--- src/rtl/ism_pkg.sv ---
// Shared types and codes for the interval set merge engine.
package ism_pkg;

    localparam int CPW = 21;

    // Action codes of the input channel
    localparam logic [2:0] ACT_CLEAR  = 3'd0;
    localparam logic [2:0] ACT_APP_A  = 3'd1;
    localparam logic [2:0] ACT_APP_B  = 3'd2;
    localparam logic [2:0] ACT_UNION  = 3'd3;
    localparam logic [2:0] ACT_INTER  = 3'd4;
    localparam logic [2:0] ACT_DIFF   = 3'd5;
    localparam logic [2:0] ACT_QUERY  = 3'd6;
    localparam logic [2:0] ACT_UNUSED = 3'd7;

    // Append status codes
    localparam logic [1:0] ST_OK    = 2'd0;
    localparam logic [1:0] ST_ORDER = 2'd1;
    localparam logic [1:0] ST_FULL  = 2'd2;

    // One result item without its last mark
    typedef struct packed {
        logic [CPW-1:0] lo;
        logic [CPW-1:0] hi;
        logic           member;
        logic [1:0]     status;
        logic           empty;
    } t_res;

    // Requests from the sequencer to the result queue
    typedef enum logic [1:0] {
        OP_NONE,
        OP_PUSH,
        OP_FINISH,
        OP_SINGLE
    } t_op;

    typedef struct packed {
        t_op  op;
        t_res res;
    } t_oreq;

    localparam t_res RES_ZERO  = '{lo: '0, hi: '0, member: 1'b0, status: ST_OK, empty: 1'b0};
    localparam t_res RES_EMPTY = '{lo: '0, hi: '0, member: 1'b0, status: ST_OK, empty: 1'b1};

endpackage

--- src/rtl/ism_ram.sv ---
// Interval store: one write port, one read port with registered read data.
module ism_ram import ism_pkg::*; #(
    parameter int DEPTH = 16,
    parameter int WIDTH = 42,
    localparam int AW = (DEPTH > 1) ? $clog2(DEPTH) : 1
) (
    input  logic             i_clk,
    input  logic             i_we,
    input  logic [AW-1:0]    i_waddr,
    input  logic [WIDTH-1:0] i_wdata,
    input  logic [AW-1:0]    i_raddr,
    output logic [WIDTH-1:0] o_rdata
);

    logic [WIDTH-1:0] r_mem [DEPTH];
    logic [WIDTH-1:0] r_rdata;

    // Write the appended interval
    always_ff @(posedge i_clk) begin
        if (i_we) begin
            r_mem[i_waddr] <= i_wdata;
        end
    end

    // Register the read word
    always_ff @(posedge i_clk) begin
        r_rdata <= r_mem[i_raddr];
    end

    assign o_rdata = r_rdata;

endmodule

--- src/rtl/ism_outq.sv ---
// Result queue: holds one pending interval until the next one shows whether it is last.
module ism_outq import ism_pkg::*; (
    input  logic  i_clk,
    input  logic  i_rst_n,
    input  t_oreq i_req,
    output logic  o_ack,
    input  logic  i_stall,
    output logic  o_valid,
    output t_res  o_res,
    output logic  o_last
);

    logic r_valid;
    logic r_last;
    logic r_pend_v;
    t_res r_res;
    t_res r_pend;
    logic out_free;
    logic load_out;

    assign out_free = !r_valid || !i_stall;

    // Grant the request when its target register can take it
    always_comb begin
        unique case (i_req.op)
            OP_PUSH:   o_ack = !r_pend_v || out_free;
            OP_FINISH: o_ack = out_free;
            OP_SINGLE: o_ack = out_free;
            default:   o_ack = 1'b0;
        endcase
    end

    // A granted request fills the output register unless it only fills the pending slot
    assign load_out = o_ack && ((i_req.op != OP_PUSH) || r_pend_v);

    // Advance pending and output registers
    always_ff @(posedge i_clk) begin
        if (!i_rst_n) begin
            r_valid  <= 1'b0;
            r_pend_v <= 1'b0;
            r_last   <= 1'b0;
        end else begin
            // Load the output register, or drop it once its transfer is done
            if (load_out) begin
                r_valid <= 1'b1;
            end else if (r_valid && !i_stall) begin
                r_valid <= 1'b0;
            end
            if (o_ack) begin
                unique case (i_req.op)
                    OP_PUSH: begin
                        if (r_pend_v) begin
                            r_res  <= r_pend;
                            r_last <= 1'b0;
                        end
                        r_pend   <= i_req.res;
                        r_pend_v <= 1'b1;
                    end
                    OP_FINISH: begin
                        r_last   <= 1'b1;
                        r_res    <= r_pend_v ? r_pend : RES_EMPTY;
                        r_pend_v <= 1'b0;
                    end
                    OP_SINGLE: begin
                        r_last <= 1'b1;
                        r_res  <= i_req.res;
                    end
                    default: begin
                    end
                endcase
            end
        end
    end

    assign o_valid = r_valid;
    assign o_res   = r_res;
    assign o_last  = r_last;

endmodule

--- src/rtl/ism_seq.sv ---
// Sequencer: decodes items and walks both interval lists one step at a time.
module ism_seq import ism_pkg::*; #(
    parameter int MAX_RANGES = 16,
    localparam int AW = (MAX_RANGES > 1) ? $clog2(MAX_RANGES) : 1,
    localparam int CW = $clog2(MAX_RANGES + 1)
) (
    input  logic             i_clk,
    input  logic             i_rst_n,
    input  logic             i_valid,
    input  logic [2:0]       i_action,
    input  logic [CPW-1:0]   i_range_low,
    input  logic [CPW-1:0]   i_range_high,
    output logic             o_busy,
    output logic             o_a_we,
    output logic [AW-1:0]    o_a_waddr,
    output logic [AW-1:0]    o_a_raddr,
    input  logic [2*CPW-1:0] i_a_rdata,
    output logic             o_b_we,
    output logic [AW-1:0]    o_b_waddr,
    output logic [AW-1:0]    o_b_raddr,
    input  logic [2*CPW-1:0] i_b_rdata,
    output logic [2*CPW-1:0] o_wdata,
    output t_oreq            o_req,
    input  logic             i_ack
);

    typedef enum logic [3:0] {
        S_IDLE,
        S_CLEAR,
        S_APP,
        S_UNION,
        S_INTER,
        S_DLOAD,
        S_DSKIP,
        S_DINNER,
        S_QUERY
    } t_state;

    t_state         r_state, n_state;
    logic           r_eval, n_eval;
    logic           r_to_b, n_to_b;
    logic           r_run, n_run;
    logic [CW-1:0]  r_i, n_i;
    logic [CW-1:0]  r_j, n_j;
    logic [CW-1:0]  r_k, n_k;
    logic [CW-1:0]  r_cnt_a, n_cnt_a;
    logic [CW-1:0]  r_cnt_b, n_cnt_b;
    logic [CPW-1:0] r_last_a, n_last_a;
    logic [CPW-1:0] r_last_b, n_last_b;
    logic [CPW-1:0] r_lo, n_lo;
    logic [CPW-1:0] r_hi, n_hi;

    logic [CPW-1:0] a_lo, a_hi, b_lo, b_hi;
    logic [CW-1:0]  b_idx;
    logic           a_ok, bj_ok, bk_ok;
    logic [CPW:0]   hi_next;
    logic [CW-1:0]  app_cnt;
    logic [CPW-1:0] app_last;
    logic           app_bad, app_full;
    logic           take_a, more_a, more_b, gap, tail, isect;
    logic [CPW-1:0] mx_lo, mn_hi;

    // Unpack read words and form list bounds
    assign a_lo    = i_a_rdata[CPW-1:0];
    assign a_hi    = i_a_rdata[2*CPW-1:CPW];
    assign b_lo    = i_b_rdata[CPW-1:0];
    assign b_hi    = i_b_rdata[2*CPW-1:CPW];
    assign b_idx   = (r_state == S_DINNER) ? r_k : r_j;
    assign a_ok    = r_i < r_cnt_a;
    assign bj_ok   = r_j < r_cnt_b;
    assign bk_ok   = r_k < r_cnt_b;
    assign hi_next = {1'b0, r_hi} + {{CPW{1'b0}}, 1'b1};

    // Append checks against the last stored end
    assign app_cnt  = r_to_b ? r_cnt_b : r_cnt_a;
    assign app_last = r_to_b ? r_last_b : r_last_a;
    assign app_bad  = (r_hi < r_lo) ||
                      ((app_cnt != '0) &&
                       ({1'b0, r_lo} <= ({1'b0, app_last} + {{CPW{1'b0}}, 1'b1})));
    assign app_full = app_cnt == CW'(MAX_RANGES);

    // Shared compare terms of the walk steps
    assign take_a = !bj_ok || (a_ok && (a_lo <= b_lo));
    assign more_a = a_ok && ({1'b0, a_lo} <= hi_next);
    assign more_b = bj_ok && ({1'b0, b_lo} <= hi_next);
    assign mx_lo  = (a_lo > b_lo) ? a_lo : b_lo;
    assign mn_hi  = (a_hi < b_hi) ? a_hi : b_hi;
    assign isect  = mx_lo <= mn_hi;
    assign gap    = b_lo > r_lo;
    assign tail   = r_lo <= r_hi;

    assign o_busy    = r_state != S_IDLE;
    assign o_a_raddr = r_i[AW-1:0];
    assign o_b_raddr = b_idx[AW-1:0];
    assign o_a_waddr = r_cnt_a[AW-1:0];
    assign o_b_waddr = r_cnt_b[AW-1:0];
    assign o_wdata   = {r_hi, r_lo};

    // Next state of the sequencer
    always_comb begin
        n_state  = r_state;
        n_eval   = r_eval;
        n_to_b   = r_to_b;
        n_run    = r_run;
        n_i      = r_i;
        n_j      = r_j;
        n_k      = r_k;
        n_cnt_a  = r_cnt_a;
        n_cnt_b  = r_cnt_b;
        n_last_a = r_last_a;
        n_last_b = r_last_b;
        n_lo     = r_lo;
        n_hi     = r_hi;
        o_req    = '{op: OP_NONE, res: RES_ZERO};
        o_a_we   = 1'b0;
        o_b_we   = 1'b0;

        unique case (r_state)
            S_IDLE: begin
                if (i_valid) begin
                    n_lo   = i_range_low;
                    n_hi   = i_range_high;
                    n_i    = '0;
                    n_j    = '0;
                    n_k    = '0;
                    n_run  = 1'b0;
                    n_eval = 1'b0;
                    n_to_b = i_action == ACT_APP_B;
                    unique case (i_action)
                        ACT_CLEAR: n_state = S_CLEAR;
                        ACT_APP_A: n_state = S_APP;
                        ACT_APP_B: n_state = S_APP;
                        ACT_UNION: n_state = S_UNION;
                        ACT_INTER: n_state = S_INTER;
                        ACT_DIFF:  n_state = S_DLOAD;
                        ACT_QUERY: n_state = S_QUERY;
                        default:   n_state = S_IDLE;
                    endcase
                end
            end

            S_CLEAR: begin
                o_req.op = OP_SINGLE;
                if (i_ack) begin
                    n_cnt_a = '0;
                    n_cnt_b = '0;
                    n_state = S_IDLE;
                end
            end

            S_APP: begin
                o_req.op = OP_SINGLE;
                priority if (app_bad) begin
                    o_req.res.status = ST_ORDER;
                end else if (app_full) begin
                    o_req.res.status = ST_FULL;
                end else begin
                    o_req.res.status = ST_OK;
                end
                if (i_ack) begin
                    n_state = S_IDLE;
                    if (!app_bad && !app_full) begin
                        if (r_to_b) begin
                            o_b_we   = 1'b1;
                            n_cnt_b  = r_cnt_b + 1'b1;
                            n_last_b = r_hi;
                        end else begin
                            o_a_we   = 1'b1;
                            n_cnt_a  = r_cnt_a + 1'b1;
                            n_last_a = r_hi;
                        end
                    end
                end
            end

            S_UNION: begin
                if (!r_eval) begin
                    n_eval = 1'b1;
                end else if (!r_run) begin
                    if (!a_ok && !bj_ok) begin
                        o_req.op = OP_FINISH;
                        if (i_ack) n_state = S_IDLE;
                    end else begin
                        if (take_a) begin
                            n_lo = a_lo;
                            n_hi = a_hi;
                            n_i  = r_i + 1'b1;
                        end else begin
                            n_lo = b_lo;
                            n_hi = b_hi;
                            n_j  = r_j + 1'b1;
                        end
                        n_run  = 1'b1;
                        n_eval = 1'b0;
                    end
                end else begin
                    // Absorb touching intervals, A first
                    priority if (more_a) begin
                        if (a_hi > r_hi) n_hi = a_hi;
                        n_i    = r_i + 1'b1;
                        n_eval = 1'b0;
                    end else if (more_b) begin
                        if (b_hi > r_hi) n_hi = b_hi;
                        n_j    = r_j + 1'b1;
                        n_eval = 1'b0;
                    end else begin
                        o_req.op     = OP_PUSH;
                        o_req.res.lo = r_lo;
                        o_req.res.hi = r_hi;
                        if (i_ack) begin
                            n_run  = 1'b0;
                            n_eval = 1'b0;
                        end
                    end
                end
            end

            S_INTER: begin
                if (!r_eval) begin
                    n_eval = 1'b1;
                end else if (!a_ok || !bj_ok) begin
                    o_req.op = OP_FINISH;
                    if (i_ack) n_state = S_IDLE;
                end else begin
                    if (isect) begin
                        o_req.op     = OP_PUSH;
                        o_req.res.lo = mx_lo;
                        o_req.res.hi = mn_hi;
                    end
                    if (!isect || i_ack) begin
                        if (a_hi < b_hi) n_i = r_i + 1'b1;
                        else             n_j = r_j + 1'b1;
                        n_eval = 1'b0;
                    end
                end
            end

            S_DLOAD: begin
                if (!r_eval) begin
                    n_eval = 1'b1;
                end else if (!a_ok) begin
                    o_req.op = OP_FINISH;
                    if (i_ack) n_state = S_IDLE;
                end else begin
                    n_lo    = a_lo;
                    n_hi    = a_hi;
                    n_state = S_DSKIP;
                    n_eval  = 1'b0;
                end
            end

            S_DSKIP: begin
                if (!r_eval) begin
                    n_eval = 1'b1;
                end else if (bj_ok && (b_hi < r_lo)) begin
                    n_j    = r_j + 1'b1;
                    n_eval = 1'b0;
                end else begin
                    n_k     = r_j;
                    n_state = S_DINNER;
                    n_eval  = 1'b0;
                end
            end

            S_DINNER: begin
                if (!r_eval) begin
                    n_eval = 1'b1;
                end else if (bk_ok && (b_lo <= r_hi)) begin
                    // Emit the gap before this B interval, then cut past it
                    if (gap) begin
                        o_req.op     = OP_PUSH;
                        o_req.res.lo = r_lo;
                        o_req.res.hi = b_lo - 1'b1;
                    end
                    if (!gap || i_ack) begin
                        if (b_hi >= r_hi) begin
                            n_i     = r_i + 1'b1;
                            n_state = S_DLOAD;
                        end else begin
                            n_lo = b_hi + 1'b1;
                            n_k  = r_k + 1'b1;
                        end
                        n_eval = 1'b0;
                    end
                end else begin
                    if (tail) begin
                        o_req.op     = OP_PUSH;
                        o_req.res.lo = r_lo;
                        o_req.res.hi = r_hi;
                    end
                    if (!tail || i_ack) begin
                        n_i     = r_i + 1'b1;
                        n_state = S_DLOAD;
                        n_eval  = 1'b0;
                    end
                end
            end

            S_QUERY: begin
                if (!r_eval) begin
                    n_eval = 1'b1;
                end else if (!a_ok) begin
                    o_req.op = OP_SINGLE;
                    if (i_ack) n_state = S_IDLE;
                end else if ((r_lo >= a_lo) && (r_lo <= a_hi)) begin
                    o_req.op         = OP_SINGLE;
                    o_req.res.member = 1'b1;
                    if (i_ack) n_state = S_IDLE;
                end else begin
                    n_i    = r_i + 1'b1;
                    n_eval = 1'b0;
                end
            end

            default: n_state = S_IDLE;
        endcase
    end

    // Hold sequencer state
    always_ff @(posedge i_clk) begin
        if (!i_rst_n) begin
            r_state <= S_IDLE;
            r_eval  <= 1'b0;
            r_run   <= 1'b0;
            r_cnt_a <= '0;
            r_cnt_b <= '0;
        end else begin
            r_state <= n_state;
            r_eval  <= n_eval;
            r_run   <= n_run;
            r_cnt_a <= n_cnt_a;
            r_cnt_b <= n_cnt_b;
        end
        r_to_b   <= n_to_b;
        r_i      <= n_i;
        r_j      <= n_j;
        r_k      <= n_k;
        r_last_a <= n_last_a;
        r_last_b <= n_last_b;
        r_lo     <= n_lo;
        r_hi     <= n_hi;
    end

endmodule

--- src/rtl/interval_set_merge_engine_core.sv ---
// Interval set engine top level: two interval stores, walk sequencer and result queue.
//
//  channel | valid    | stall    | payload
//  --------+----------+----------+-----------------------------------------------
//  input   | i_valid  | o_stall  | i_action, i_range_low, i_range_high
//  result  | o_valid  | i_stall  | o_out_low, o_out_high, o_is_member, o_status,
//          |          |          | o_empty_result, o_last
//
//  Clear and append send their single result once the queue takes it. Query, union,
//  intersection and difference walk the stores one step at a time (address, then
//  registered read); a step reads an entry, absorbs one into a union run or emits a
//  union interval, and a last address and read end the item when a walk runs off its list.
//  o_stall stays high from the transfer until the last result is in the output register.
//  Reset clears the counts, not the store entries; entries are read only below their count.
//  A result stall holds a single result until the output register frees, and holds the
//  walk at an emit once the pending and output registers are both full.
module interval_set_merge_engine_core import ism_pkg::*; #(
    parameter int MAX_RANGES = 16
) (
    input  logic           i_clk,
    input  logic           i_rst_n,
    input  logic           i_valid,
    output logic           o_stall,
    input  logic [2:0]     i_action,
    input  logic [CPW-1:0] i_range_low,
    input  logic [CPW-1:0] i_range_high,
    output logic           o_valid,
    input  logic           i_stall,
    output logic [CPW-1:0] o_out_low,
    output logic [CPW-1:0] o_out_high,
    output logic           o_is_member,
    output logic [1:0]     o_status,
    output logic           o_empty_result,
    output logic           o_last
);

    localparam int AW = (MAX_RANGES > 1) ? $clog2(MAX_RANGES) : 1;

    logic             a_we, b_we;
    logic [AW-1:0]    a_waddr, b_waddr, a_raddr, b_raddr;
    logic [2*CPW-1:0] a_rdata, b_rdata, wdata;
    t_oreq            req;
    logic             ack;
    t_res             res;

    // Walk sequencer
    ism_seq #(.MAX_RANGES(MAX_RANGES)) u_seq (
        .i_clk        (i_clk),
        .i_rst_n      (i_rst_n),
        .i_valid      (i_valid),
        .i_action     (i_action),
        .i_range_low  (i_range_low),
        .i_range_high (i_range_high),
        .o_busy       (o_stall),
        .o_a_we       (a_we),
        .o_a_waddr    (a_waddr),
        .o_a_raddr    (a_raddr),
        .i_a_rdata    (a_rdata),
        .o_b_we       (b_we),
        .o_b_waddr    (b_waddr),
        .o_b_raddr    (b_raddr),
        .i_b_rdata    (b_rdata),
        .o_wdata      (wdata),
        .o_req        (req),
        .i_ack        (ack)
    );

    // Interval stores for set A and set B
    ism_ram #(.DEPTH(MAX_RANGES), .WIDTH(2*CPW)) u_ram_a (
        .i_clk   (i_clk),
        .i_we    (a_we),
        .i_waddr (a_waddr),
        .i_wdata (wdata),
        .i_raddr (a_raddr),
        .o_rdata (a_rdata)
    );

    ism_ram #(.DEPTH(MAX_RANGES), .WIDTH(2*CPW)) u_ram_b (
        .i_clk   (i_clk),
        .i_we    (b_we),
        .i_waddr (b_waddr),
        .i_wdata (wdata),
        .i_raddr (b_raddr),
        .o_rdata (b_rdata)
    );

    // Result queue with last marking
    ism_outq u_outq (
        .i_clk   (i_clk),
        .i_rst_n (i_rst_n),
        .i_req   (req),
        .o_ack   (ack),
        .i_stall (i_stall),
        .o_valid (o_valid),
        .o_res   (res),
        .o_last  (o_last)
    );

    assign o_out_low      = res.lo;
    assign o_out_high     = res.hi;
    assign o_is_member    = res.member;
    assign o_status       = res.status;
    assign o_empty_result = res.empty;

`ifndef ASSERT_OFF
    a_busy_after_transfer: assert property (@(posedge i_clk) disable iff (!i_rst_n)
        (i_valid && !o_stall && i_action != ACT_UNUSED) |=> o_stall)
        else $error("sequencer not busy after an input transfer");

    a_busy_needs_transfer: assert property (@(posedge i_clk) disable iff (!i_rst_n)
        $rose(o_stall) |-> $past(i_valid))
        else $error("sequencer became busy without an input transfer");

    a_empty_is_last: assert property (@(posedge i_clk) disable iff (!i_rst_n)
        (o_valid && o_empty_result) |-> (o_last && o_out_low == '0 && o_out_high == '0))
        else $error("empty result not a lone last item");

    a_status_is_last: assert property (@(posedge i_clk) disable iff (!i_rst_n)
        (o_valid && o_status != ST_OK) |-> (o_last && !o_empty_result))
        else $error("append status on a non-final item");
`endif

endmodule

--- config.mk ---
export PLATFORM = sky130hd
export DESIGN_NAME = interval_set_merge_engine_core
export DESIGN_NICKNAME = d
export VERILOG_FILES = /design/src/rtl/ism_pkg.sv /design/src/rtl/ism_ram.sv /design/src/rtl/ism_outq.sv /design/src/rtl/ism_seq.sv /design/src/rtl/interval_set_merge_engine_core.sv
export SDC_FILE = /design/constraint.sdc
export NUM_CORES = 2
export LEC_CHECK = 0
export BUFFER_PORTS_ARGS = -buffer_cell sky130_fd_sc_hd__buf_2
export CORE_ASPECT_RATIO = 2
export CORE_MARGIN = 10
export CORE_UTILIZATION = 40
export DETAILED_ROUTE_END_ITERATION = 8
export MAX_ROUTING_LAYER = met4
export PLACE_DENSITY = 0.61
export SYNTH_ARGS = -nofsm -noshare
export SYNTH_HDL_FRONTEND = slang
export SYNTH_SLANG_ARGS = --single-unit
--- constraint.sdc ---
create_clock -name i_clk -period 20.4 [get_ports i_clk]
set_clock_uncertainty 0.2 [all_clocks]
set_input_delay 2.04 -clock i_clk [delete_from_list [all_inputs] [get_ports i_clk]]
set_output_delay 2.04 -clock i_clk [all_outputs]
set_load 0.01 [all_outputs]
==> out/results.tsv <==
metric	value	unit
placement.io_buffers	97	
ys_warn_count	0	
vias	43405	
cts_root_buf	clkbuf_16	
ys_ff_latch	1638	
hold_viol	0	
nets	4991	
clock_path_buffers	4	
drtIter0Drc	4372	
cap_viol_max_count	0	
die_y	620	microns
critical_path_buf_inv_count	7	
path_clk_slew	0.07	ns
grt_pass1_vias	43908	
min_path_type	flop to flop	
critPathSlowestCell	mux2i_1	
ys_seq_area_frac	0.668	
crit_top_cell	buf_4	
fillCellCount	15605	
fmax	0.0985	GHz
cts_buffers	155	
power_density	170	mW/mm^2
whs	0.313	ns
dieArea	0.199	sq mm
setup_viol	0	
worstSetupEndpointType	flop	
synth_edf_count	1535	
antenna_found_initial	30	
post_drt_wl_per_cell	39.0	microns
fp.coreArea	0.179	sq mm
grt_remaining_overflow	0	
crit_fanout	38	
multi_input_area	0.0229	sq mm
gp_congestion	1.14	
placedCellCount	6793	
drt-total-wl	279	mm
cp.arrival	10.38	ns
finalCritPeriodShare	0.498	
syn_inst	4348	
firstDrtPassIters	6	
final.setup.tns	0	ns
cts_resized	0	
start_util	0.402	
io_pins	98	
rows	220	
status	finished, final reports clean	
layout_setup_ws	10.25	ns
drive_gt1_frac	0.212	
seq_area	0.0482	sq mm
vias_per_cell	6.07	
worst_slew_pin_slew	1.43	ns
placed_cell_area	0.0768	sq mm
synthFlopType	edfxtp_1	
syn_area_per_cell	16.6	sq um
area_growth	13.8	%
grt_max_degree	107	
slowest_delay	1.07	ns
p_leak	28.1	nW
dp_hpwl	197	mm
timing.slew.headroom	0.0389	
crit_required	20.63	ns
route.detailed.drc	0	
worst-setup-path-type	flop to flop	
syn-cell-area	0.0721	sq mm
track_usage	0.288	
hold_buffers	0	
async_flop_share	0	
synth.area.top_cells	edfxtp_1, mux4_2, ha_1	
ant_nets	0	
layout.cells.non_filler	7149	
finalCriticalPeriod	10.15	ns
synth_most_common_cell	edfxtp_1	
cts_tree	yes	
yosysTopAreaCell	edfxtp_1	
rsz0062_at_grt	false	
drv_slew	0	
syn_nets	4720	
synthTopCellsByCount	edfxtp_1, mux4_2, ha_1	
place_ws	10.52	ns
htreeDepth	4	
final_area	0.0820	sq mm
synth_top_area_share	0.639	
ys_types	83	
insertion_delay	0.83	ns
ir_drop	0.104	mV
critPathTopFamily	simple AND/OR/NAND/NOR gates	
cts_setup_buffers	0	
die_x	320	microns
grt_pass1_wl	377	mm
cp-start-kind	flop	
reg2reg_slack	10.25	ns
cts.sinks	1638	
==> flip-flops by register name (all words and copies together) (netlist names) <==
signal	count
u_outq.o_last	1
u_outq.o_res	46
u_outq.o_valid	1
u_outq.r_pend	45
u_outq.r_pend_v	1
u_ram_a.o_rdata	42
u_ram_a.r_mem	672
u_ram_b.o_rdata	42
u_ram_b.r_mem	672
u_seq.r_cnt_a	5
u_seq.r_cnt_b	5
u_seq.r_eval	1
u_seq.r_hi	21
u_seq.r_i	5
u_seq.r_j	5
u_seq.r_k	5
u_seq.r_last_a	21
u_seq.r_last_b	21
u_seq.r_lo	21
u_seq.r_run	1
u_seq.r_state	4
u_seq.r_to_b	1
==> cells by family after synthesis <==
logic type / count (synthesis) / share of synthesized area
xor+xnor: 82 / 0.00996
simple gates: 809 / 0.0558
buf+inv: 376 / 0.0202
mux: 405 / 0.122
compound gates: 715 / 0.0681
fa+ha+maj: 323 / 0.0561
flops: 1638 / 0.668
==> worst reg2reg max path: cells and delay by family (launching register included) <==
family / cells / cell delay, ns
buf+inv: 7 / 1.88
mux: 1 / 1.12
fa+ha+maj: 3 / 0.85
simple gates: 11 / 3.22
compound gates: 8 / 2.16
flops: 1 / 0.31
==> through the flow <==
stage           util  power, mW
3_5_place_dp   0.428       11.0
2_1_floorplan      -       7.78
6_report       0.457       14.0
5_1_grt        0.457       14.4
3_3_place_gp   0.427       10.9
4_1_cts        0.456       13.9
==> worst paths after layout <==
path,depth (start not counted),end,start
setup / recovery,30,u_ram_b.r_mem[10][5],u_ram_b.o_rdata[10]
hold / removal,1,u_outq.o_last,u_outq.o_last
setup reg to reg,30,u_ram_b.r_mem[10][5],u_ram_b.o_rdata[10]
hold reg to reg,1,u_outq.o_last,u_outq.o_last
==> report_power, final <==
part	switching [mW]	total (mW)	internal, mW
clock	1.29	2.92	1.63
combinational	4.52	6.50	1.99
sequential	0.232	4.56	4.33
total	6.04	14.0	7.95
==> final cells by class <==
| class | instances | share of cell area |
|---|---|---|
| Antenna cell | 81 | 0.00247 |
| Inverter | 175 | 0.00801 |
| Tap cell | 2331 | 0.0356 |
| Sequential cell | 1638 | 0.587 |
| Multi-Input combinational cell | 2334 | 0.279 |
| Clock inverter | 73 | 0.00938 |
| Timing Repair Buffer | 315 | 0.0267 |
| Clock buffer | 202 | 0.0517 |
==> routing by layer <==
metal	up-vias	wire length (microns)	GRT usage
met5	-	0	-
met4	0	31100	0.265
met3	743	16100	0.0504
met2	1881	141000	0.475
met1	22657	90900	0.290
li1	18124	-	-
==> placed cells by master, fill, tap and decap left out, drive strengths merged, types with 58 or more instances in the layout <==
| cell type | count |
|---|---|
| a211oi | 61 |
| a21o | 81 |
| a21oi | 156 |
| a31oi | 60 |
| buf | 315 |
| clkbuf | 202 |
| dfxtp | 103 |
| diode | 81 |
| edfxtp | 1535 |
| ha | 323 |
| inv | 179 |
| mux4 | 378 |
| nand2 | 267 |
| nand3 | 78 |
| nand4 | 58 |
| nor2 | 125 |
| nor3 | 68 |
| o21ai | 113 |
| xnor2 | 70 |
Power figures use the tool's default switching activity.
